===== src/rtl/pid_deadband_clamped_top_defines.svh =====
// Assertion macros for the PID controller with dead zone.
`ifndef PID_DEADBAND_CLAMPED_TOP_DEFINES_SVH
`define PID_DEADBAND_CLAMPED_TOP_DEFINES_SVH

// Checks the consequence in the same cycle as the antecedent.
`define PIDDZ_ASSERT_SAME(lbl, ante, cons, msg) \
  lbl: assert property (@(posedge clk) disable iff (!rst_n) (ante) |-> (cons)) \
    else $error(msg);

// Checks the consequence in the cycle after the antecedent.
`define PIDDZ_ASSERT_NEXT(lbl, ante, cons, msg) \
  lbl: assert property (@(posedge clk) disable iff (!rst_n) (ante) |=> (cons)) \
    else $error(msg);

`endif


===== src/rtl/piddz_pkg.sv =====
// Shared types, widths and register indexes of the PID controller with dead zone.
package piddz_pkg;

  localparam int GAIN_W         = 24;
  localparam int DZ_W           = 20;
  localparam int BOUND_W        = 16;
  localparam int DRV_W          = 21;
  localparam int CFG_ADDR_W     = 3;
  localparam int CFG_DATA_W     = 24;
  localparam int DATA_WIDTH_DEF = 20;
  localparam int GAIN_FRAC_DEF  = 16;

  localparam logic [CFG_ADDR_W-1:0] REG_GAIN_P     = 3'd0;
  localparam logic [CFG_ADDR_W-1:0] REG_GAIN_I     = 3'd1;
  localparam logic [CFG_ADDR_W-1:0] REG_GAIN_D     = 3'd2;
  localparam logic [CFG_ADDR_W-1:0] REG_DEAD_ZONE  = 3'd3;
  localparam logic [CFG_ADDR_W-1:0] REG_INT_BOUND  = 3'd4;
  localparam logic [CFG_ADDR_W-1:0] REG_DRV_BOUND  = 3'd5;

  typedef struct packed {
    logic [GAIN_W-1:0]  gain_p;
    logic [GAIN_W-1:0]  gain_i;
    logic [GAIN_W-1:0]  gain_d;
    logic [DZ_W-1:0]    dead_zone;
    logic [BOUND_W-1:0] integral_bound;
    logic [BOUND_W-1:0] drive_bound;
  } cfg_t;

  typedef struct packed {
    logic                    drive_saturated;
    logic                    in_dead_zone;
    logic signed [DRV_W-1:0] drive;
  } res_t;

endpackage


===== src/rtl/piddz_cfg.sv =====
// Configuration register file of the PID controller with dead zone.
module piddz_cfg
  import piddz_pkg::*;
(
  input  logic                  clk,
  input  logic                  rst_n,
  input  logic                  cfg_wen,
  input  logic [CFG_ADDR_W-1:0] cfg_addr,
  input  logic [CFG_DATA_W-1:0] cfg_wdata,
  output cfg_t                  cfg
);

  cfg_t cfg_r;

  always_ff @(posedge clk) begin
    if (!rst_n) begin
      cfg_r <= '0;
    end else if (cfg_wen) begin
      unique case (cfg_addr)
        REG_GAIN_P:    cfg_r.gain_p         <= cfg_wdata[GAIN_W-1:0];
        REG_GAIN_I:    cfg_r.gain_i         <= cfg_wdata[GAIN_W-1:0];
        REG_GAIN_D:    cfg_r.gain_d         <= cfg_wdata[GAIN_W-1:0];
        REG_DEAD_ZONE: cfg_r.dead_zone      <= cfg_wdata[DZ_W-1:0];
        REG_INT_BOUND: cfg_r.integral_bound <= cfg_wdata[BOUND_W-1:0];
        REG_DRV_BOUND: cfg_r.drive_bound    <= cfg_wdata[BOUND_W-1:0];
        default: begin
        end
      endcase
    end
  end

  assign cfg = cfg_r;

endmodule


===== src/rtl/piddz_step.sv =====
// One controller step: error, dead zone test, gain products, clamps and next state.
module piddz_step
  import piddz_pkg::*;
#(
  parameter int DATA_WIDTH     = DATA_WIDTH_DEF,
  parameter int GAIN_FRAC_BITS = GAIN_FRAC_DEF
) (
  input  cfg_t                         cfg,
  input  logic signed [DATA_WIDTH-1:0] setpoint,
  input  logic signed [DATA_WIDTH-1:0] measured,
  input  logic signed [DATA_WIDTH:0]   prev_err,
  input  logic signed [DRV_W-1:0]      integ,
  input  logic signed [DRV_W-1:0]      held,
  output logic signed [DATA_WIDTH:0]   prev_err_nxt,
  output logic signed [DRV_W-1:0]      integ_nxt,
  output logic signed [DRV_W-1:0]      held_nxt,
  output res_t                         res
);

  localparam int E  = DATA_WIDTH + 1;
  localparam int CW = (E > DZ_W) ? E : DZ_W;
  localparam int PW = GAIN_W + E + 2;
  localparam int RW = PW - GAIN_FRAC_BITS;
  localparam int SW = ((RW > DRV_W) ? RW : DRV_W) + 2;
  localparam logic signed [PW-1:0] HALF = PW'(1) <<< (GAIN_FRAC_BITS - 1);

  function automatic logic signed [RW-1:0] rnd_shift(input logic signed [PW-1:0] x);
    logic signed [PW-1:0] y;
    y = x + HALF;
    rnd_shift = RW'(y >>> GAIN_FRAC_BITS);
  endfunction

  logic signed [E-1:0]  err;
  logic        [E-1:0]  mag;
  logic        [CW-1:0] mag_c;
  logic        [CW-1:0] dz_c;
  logic                 above;
  logic                 below;
  logic signed [E:0]    diff;
  logic signed [PW-1:0] prod_p;
  logic signed [PW-1:0] prod_i;
  logic signed [PW-1:0] prod_d;
  logic signed [RW-1:0] term_p;
  logic signed [RW-1:0] term_i;
  logic signed [RW-1:0] term_d;
  logic signed [SW-1:0] ilim;
  logic signed [SW-1:0] dlim;
  logic signed [SW-1:0] isum;
  logic signed [SW-1:0] iclamp;
  logic signed [SW-1:0] dsum;
  logic signed [SW-1:0] dclamp;
  logic                 dhit;

  assign err   = $signed({setpoint[DATA_WIDTH-1], setpoint})
               - $signed({measured[DATA_WIDTH-1], measured});
  assign mag   = err[E-1] ? E'(-err) : E'(err);
  assign mag_c = CW'(mag);
  assign dz_c  = CW'(cfg.dead_zone);
  assign above = mag_c > dz_c;
  assign below = mag_c < dz_c;

  assign diff   = $signed({err[E-1], err}) - $signed({prev_err[E-1], prev_err});
  assign prod_p = PW'($signed({1'b0, cfg.gain_p})) * PW'(err);
  assign prod_i = PW'($signed({1'b0, cfg.gain_i})) * PW'(err);
  assign prod_d = PW'($signed({1'b0, cfg.gain_d})) * PW'(diff);
  assign term_p = rnd_shift(prod_p);
  assign term_i = rnd_shift(prod_i);
  assign term_d = rnd_shift(prod_d);

  assign ilim = $signed(SW'({cfg.integral_bound, 4'b0000}));
  assign dlim = $signed(SW'({cfg.drive_bound, 4'b0000}));

  always_comb begin
    isum = SW'(integ) + SW'(term_i);
    priority if (isum > ilim) begin
      iclamp = ilim;
    end else if (isum < -ilim) begin
      iclamp = -ilim;
    end else begin
      iclamp = isum;
    end
    dsum = SW'(term_p) + iclamp + SW'(term_d);
    dhit = 1'b1;
    priority if (dsum > dlim) begin
      dclamp = dlim;
    end else if (dsum < -dlim) begin
      dclamp = -dlim;
    end else begin
      dclamp = dsum;
      dhit   = 1'b0;
    end
  end

  always_comb begin
    prev_err_nxt        = err;
    integ_nxt           = integ;
    held_nxt            = held;
    res.drive           = held;
    res.in_dead_zone    = 1'b0;
    res.drive_saturated = 1'b0;
    priority if (above) begin
      integ_nxt           = DRV_W'(iclamp);
      held_nxt            = DRV_W'(dclamp);
      res.drive           = DRV_W'(dclamp);
      res.drive_saturated = dhit;
    end else if (below) begin
      prev_err_nxt     = '0;
      held_nxt         = '0;
      res.drive        = '0;
      res.in_dead_zone = 1'b1;
    end else begin
      res.drive = held;
    end
  end

endmodule


===== src/rtl/pid_deadband_clamped_top.sv =====
// Top level of the positional PID controller with dead zone and anti-windup.
// Pipeline: an accepted word is registered in the input stage (sp_r, ms_r), passes
// through the combinational step and is registered in the output stage (res_r, out_*).
// Throughput: one word per cycle while out_tready does not stall a full output stage;
// the step loop through the error, integral and drive registers sets that figure.
// Reset (rst_n low, synchronous) clears the configuration registers, the stored
// error, integral and drive, and empties both pipeline stages.
`include "pid_deadband_clamped_top_defines.svh"

module pid_deadband_clamped_top
  import piddz_pkg::*;
#(
  parameter int DATA_WIDTH     = DATA_WIDTH_DEF,
  parameter int GAIN_FRAC_BITS = GAIN_FRAC_DEF,
  localparam int IN_W          = ((2 * DATA_WIDTH + 7) / 8) * 8,
  localparam int OUT_W         = ((DRV_W + 7) / 8) * 8
) (
  input  logic                  clk,
  input  logic                  rst_n,
  input  logic                  in_tvalid,
  output logic                  in_tready,
  // Fields from bit 0 up: setpoint, measured, zero fill.
  input  logic [IN_W-1:0]       in_tdata,
  output logic                  out_tvalid,
  input  logic                  out_tready,
  // Fields from bit 0 up: drive, zero fill.
  output logic [OUT_W-1:0]      out_tdata,
  // Fields from bit 0 up: in_dead_zone, drive_saturated.
  output logic [1:0]            out_tuser,
  input  logic                  cfg_wen,
  input  logic [CFG_ADDR_W-1:0] cfg_addr,
  input  logic [CFG_DATA_W-1:0] cfg_wdata
);

  cfg_t                         cfg;
  logic                         s1_v_r;
  logic signed [DATA_WIDTH-1:0] sp_r;
  logic signed [DATA_WIDTH-1:0] ms_r;
  logic                         out_v_r;
  res_t                         res_r;
  res_t                         res;
  logic signed [DATA_WIDTH:0]   prev_err_r;
  logic signed [DATA_WIDTH:0]   prev_err_nxt;
  logic signed [DRV_W-1:0]      integ_r;
  logic signed [DRV_W-1:0]      integ_nxt;
  logic signed [DRV_W-1:0]      held_r;
  logic signed [DRV_W-1:0]      held_nxt;
  logic                         adv;
  logic                         out_dz;
  logic                         out_zero;
  logic                         step_dz;
  logic                         stall_hold;

  piddz_cfg u_cfg (
    .clk       (clk),
    .rst_n     (rst_n),
    .cfg_wen   (cfg_wen),
    .cfg_addr  (cfg_addr),
    .cfg_wdata (cfg_wdata),
    .cfg       (cfg)
  );

  piddz_step #(
    .DATA_WIDTH     (DATA_WIDTH),
    .GAIN_FRAC_BITS (GAIN_FRAC_BITS)
  ) u_step (
    .cfg          (cfg),
    .setpoint     (sp_r),
    .measured     (ms_r),
    .prev_err     (prev_err_r),
    .integ        (integ_r),
    .held         (held_r),
    .prev_err_nxt (prev_err_nxt),
    .integ_nxt    (integ_nxt),
    .held_nxt     (held_nxt),
    .res          (res)
  );

  assign adv       = !out_v_r || out_tready;
  assign in_tready = !s1_v_r || adv;

  always_ff @(posedge clk) begin
    if (!rst_n) begin
      s1_v_r <= 1'b0;
    end else if (in_tready) begin
      s1_v_r <= in_tvalid;
    end
  end

  always_ff @(posedge clk) begin
    if (in_tready && in_tvalid) begin
      sp_r <= $signed(in_tdata[DATA_WIDTH-1:0]);
      ms_r <= $signed(in_tdata[2*DATA_WIDTH-1:DATA_WIDTH]);
    end
  end

  always_ff @(posedge clk) begin
    if (!rst_n) begin
      out_v_r    <= 1'b0;
      prev_err_r <= '0;
      integ_r    <= '0;
      held_r     <= '0;
    end else if (adv) begin
      out_v_r <= s1_v_r;
      if (s1_v_r) begin
        prev_err_r <= prev_err_nxt;
        integ_r    <= integ_nxt;
        held_r     <= held_nxt;
      end
    end
  end

  always_ff @(posedge clk) begin
    if (adv && s1_v_r) begin
      res_r <= res;
    end
  end

  assign out_tvalid = out_v_r;
  assign out_tdata  = OUT_W'($unsigned(res_r.drive));
  assign out_tuser  = {res_r.drive_saturated, res_r.in_dead_zone};

  assign out_dz     = out_v_r && res_r.in_dead_zone;
  assign out_zero   = !res_r.drive_saturated && (res_r.drive == '0);
  assign step_dz    = adv && s1_v_r && res.in_dead_zone;
  assign stall_hold = s1_v_r && out_v_r && !out_tready;

  `PIDDZ_ASSERT_SAME(a_dz_flags, out_dz, out_zero, "dead zone word with nonzero drive")
  `PIDDZ_ASSERT_NEXT(a_dz_clears_err, step_dz, prev_err_r == '0, "stored error not cleared")
  `PIDDZ_ASSERT_NEXT(a_stage_held, stall_hold, s1_v_r, "pending word lost in stall")

endmodule

===== config.mk =====
export PLATFORM = sky130hd
export DESIGN_NAME = pid_deadband_clamped_top
export DESIGN_NICKNAME = d
export VERILOG_FILES = /design/src/rtl/piddz_pkg.sv /design/src/rtl/piddz_cfg.sv /design/src/rtl/piddz_step.sv /design/src/rtl/pid_deadband_clamped_top.sv
export VERILOG_INCLUDE_DIRS = /design/src /design/src/rtl
export SDC_FILE = /design/constraint.sdc
export NUM_CORES = 2
export LEC_CHECK = 0
export BUFFER_PORTS_ARGS = -buffer_cell sky130_fd_sc_hd__buf_2
export CELL_PAD_IN_SITES_DETAIL_PLACEMENT = 1
export CELL_PAD_IN_SITES_GLOBAL_PLACEMENT = 1
export CORE_ASPECT_RATIO = 1.75
export CORE_MARGIN = 4
export CORE_UTILIZATION = 42
export DETAILED_ROUTE_END_ITERATION = 8
export PLACE_DENSITY_LB_ADDON = 0.1
export SETUP_SLACK_MARGIN = 0.3
export SLEW_MARGIN = 20
export SYNTH_ARGS = -nofsm -noshare
export SYNTH_HDL_FRONTEND = slang
export SYNTH_SLANG_ARGS = --single-unit
export TNS_END_PERCENT = 5

===== constraint.sdc =====
create_clock -name clk -period 22.3 [get_ports clk]
set_input_delay 3.345 -clock clk [delete_from_list [all_inputs] [get_ports clk]]
set_output_delay 3.345 -clock clk [all_outputs]
set_load 0.01 [all_outputs]

==> impl_metrics.py <==
metrics = {
    "clock_network": {
        "cts.htree.levels": 1,
        "cts_sinks": 252,
        "clock-root-buffer": "clkbuf_16",
        "numCtsBuffers": 30,
        "cts_tree": "yes",
        "clk_latency_ns": 0.64,
        "ctsHoldBuffers": 0,
        "cts_buffer_depth": 3,
        "clk_pin_slew_ns": 0.07,
    },
    "yosys": {
        "synth_commonest_cells": "inv_1, nand2_1, fa_1, ha_1, clkbuf_1",
        "avgSynthCellArea_sq_um": 8.621,
        "synth_top_area_frac": 0.3850,
        "synth_edf_count": 63,
        "synth.area.top_cells": "fa_1, ha_1, inv_1",
        "synth_area_sq_um": 67910,
        "synth_cell_type_count": 94,
        "ys_dominant_reg_cell": "dfxtp_1",
        "syn_inst": 7877,
        "async_reset_ff_frac": 0,
        "ys.warnings.count": 0,
        "synth_seq_area_share": 0.08358,
        "ys_ff_latch": 252,
        "yosysMostFrequentCell": "inv_1",
        "synth_largest_area_cell": "fa_1",
    },
    "floorplan": {
        "rows": 195,
        "die_x_microns": 312.0,
        "io_pins": 100,
        "die_h_microns": 539.9,
        "dieArea_sq_um": 168400,
        "fp.coreArea_sq_um": 161000,
        "start_util": 0.4217,
    },
    "drt": {
        "wirelength_microns": 247400,
        "ant_nets": 0,
        "vias_per_cell": 5.496,
        "drtIter0Drc": 2181,
        "drc": 0,
        "firstDrtPassIters": 5,
        "wl_per_cell_microns": 25.04,
        "num_vias": 54310,
    },
    "sta": {
        "setup-violations-final": 0,
        "max-slew-margin-rel": 0.2595,
        "max_freq_mhz": 47.25,
        "timing.final.crit_share": 0.9492,
        "holdWs_ns": 0.4539,
        "hold_viol_final": 0,
        "rsz0062_at_grt": "no",
        "fin_skew_ns": 0.04501,
        "fin_ws_ns": 1.134,
        "worst_slew_pin_slew_ns": 1.109,
        "setup_total_negative_slack_ns": 0,
        "finalMaxSlewViolations": 0,
        "min_period_ns": 21.17,
    },
    "grt": {
        "gr-total-overflow": 0,
        "grt_pass1_wl_microns": 374400,
        "grt_usage": 0.2947,
        "grt_max_degree": 87,
        "grt_pass1_vias": 63090,
        "antenna_found_initial": 17,
    },
    "run": {
        "maxCapViolCount": 0,
    },
    "critical_path": {
        "crit_arrival_ns": 21.53,
        "end_kind": "flop",
        "cp_slowest_cell": "o41a_1",
        "cp_common_cell": "fa_1",
        "crit_start": "sp_r[0]",
        "cp_max_fo": 27,
        "max_stage_delay_ns": 0.67,
        "crit_required_ns": 22.66,
        "path_class": "flop to flop",
        "reg2reg_from": "sp_r[0]",
        "crit_path_start_kind": "flop",
    },
    "outcome": {
        "status": "completed",
    },
    "layout": {
        "drive_gt1_frac": 0.05671,
        "finish.utilization": 0.4492,
        "syn2layout_area_growth_pct": 6.530,
        "nets": 9929,
        "final_cell_count_no_fill": 9882,
        "postLayoutCellArea_sq_um": 72340,
    },
    "place": {
        "place_congestion": 0.9559,
        "hpwl_microns": 204800,
        "place_inst": 9807,
        "dpl-instance-area_sq_um": 71070,
        "io_buffers": 96,
        "dp_slack_ns": 0.6275,
    },
    "min_path": {
        "worstHoldPathType": "flop to flop",
        "hold_path.startpoint": "held_r[19]",
    },
    "power_and_ir_drop": {
        "powerDensity_nw_per_um2": 112.8,
        "switchingPower_mw": 4.792,
        "p_int_mw": 3.366,
        "p_clk_frac": 0.067,
        "finalPower_mw": 8.159,
        "comb_power_share": 0.862,
        "p_leak_nw": 35.19,
        "swShare": 0.5874,
        "peakVddDrop_mv": 0.1685,
        "p_seq_frac": 0.071,
    },
}
-- flip-flops by register name, indices dropped and copies added, names as in the netlist --
name,cells
u_cfg.cfg,124
held_r,21
integ_r,21
out_tdata,21
prev_err_r,21
ms_r,20
sp_r,20
out_tuser,2
out_tvalid,1
s1_v_r,1
-- what timing repair did --
action	in CTS	in global routing
setup buffers	0	14
resized for setup	0	15
endpoints found under the setup margin	0	43
-- layout by cell type, fill, tap and decap left out, types with 16 or more instances in the layout --
master / count
nand2_1: 1439
o21bai_1: 18
nand3_1: 74
o31ai_1: 24
and3_1: 16
nor3_1: 78
fa_1: 1305
buf_4: 163
o21a_1: 70
a21o_1: 105
inv_1: 1543
xnor2_1: 134
dfxtp_1: 189
a31oi_1: 17
clkbuf_16: 31
nor2_1: 218
edfxtp_1: 63
nor2b_1: 55
nand4_1: 37
nand2b_1: 125
o21ai_0: 98
a21oi_1: 331
or2_2: 33
and2_1: 368
ha_1: 764
xor2_1: 48
a211oi_1: 23
o211ai_1: 18
buf_2: 97
-- final cells by class --
type / instances / area [sq um]
fillers: 19020 / 88690
multi-input cells: 5690 / 55410
inverters: 1548 / 5819
flip-flops and latches: 252 / 5675
well taps: 2068 / 2587
repair buffers: 265 / 1799
clock buffers: 41 / 823.3
clock inverters: 15 / 216.5
diodes: 3 / 7.507
-- worst paths after layout --
kind | to | slack [ns] | depth (start not counted)
min | held_r[19] | 0.45 | 2
max | out_tdata[10] | 1.13 | 81
max reg2reg | out_tdata[10] | 1.13 | 81
min reg2reg | held_r[19] | 0.45 | 2
-- critical path: cells and delay by family, from the launching register on --
family	cells	cell delay, ns
AND/OR/NAND/NOR	16	2.32
adder cells (fa/ha/maj)	15	6.37
AO/OA/AOI/OAI	37	9.04
buffers and inverters	10	2.00
XOR/XNOR	3	0.72
flip-flops	1	0.35
-- power by group through the flow --
stage               sequential, mW  clock, mW  combinational (mW)
detailed placement           0.592          0                6.86
CTS                          0.582      0.562                6.92
global placement             0.591          0                6.71
finish                       0.581      0.548                7.03
global route                 0.585      0.574                7.63
floorplan                    0.582          0                4.36
-- cells by family after synthesis --
kind of cell | share of synthesized area
AOI/OAI and AO/OA | 0.08348
xor gates and xnor gates | 0.02681
adders and majority gates | 0.5258
buffers and inverters | 0.1077
DFF | 0.08358
muxes | 0.002248
other | 0.00005522
and+or+nand+nor | 0.1704
-- per-layer routing --
layer,up-vias,track usage,wire [microns]
li1,23970,-,-
met1,28620,0.2827,81860
met2,1075,0.6046,141700
met3,631,0.02350,6772
met4,8,0.1643,16990
met5,-,0,49
Power figures use the tool's default switching activity.
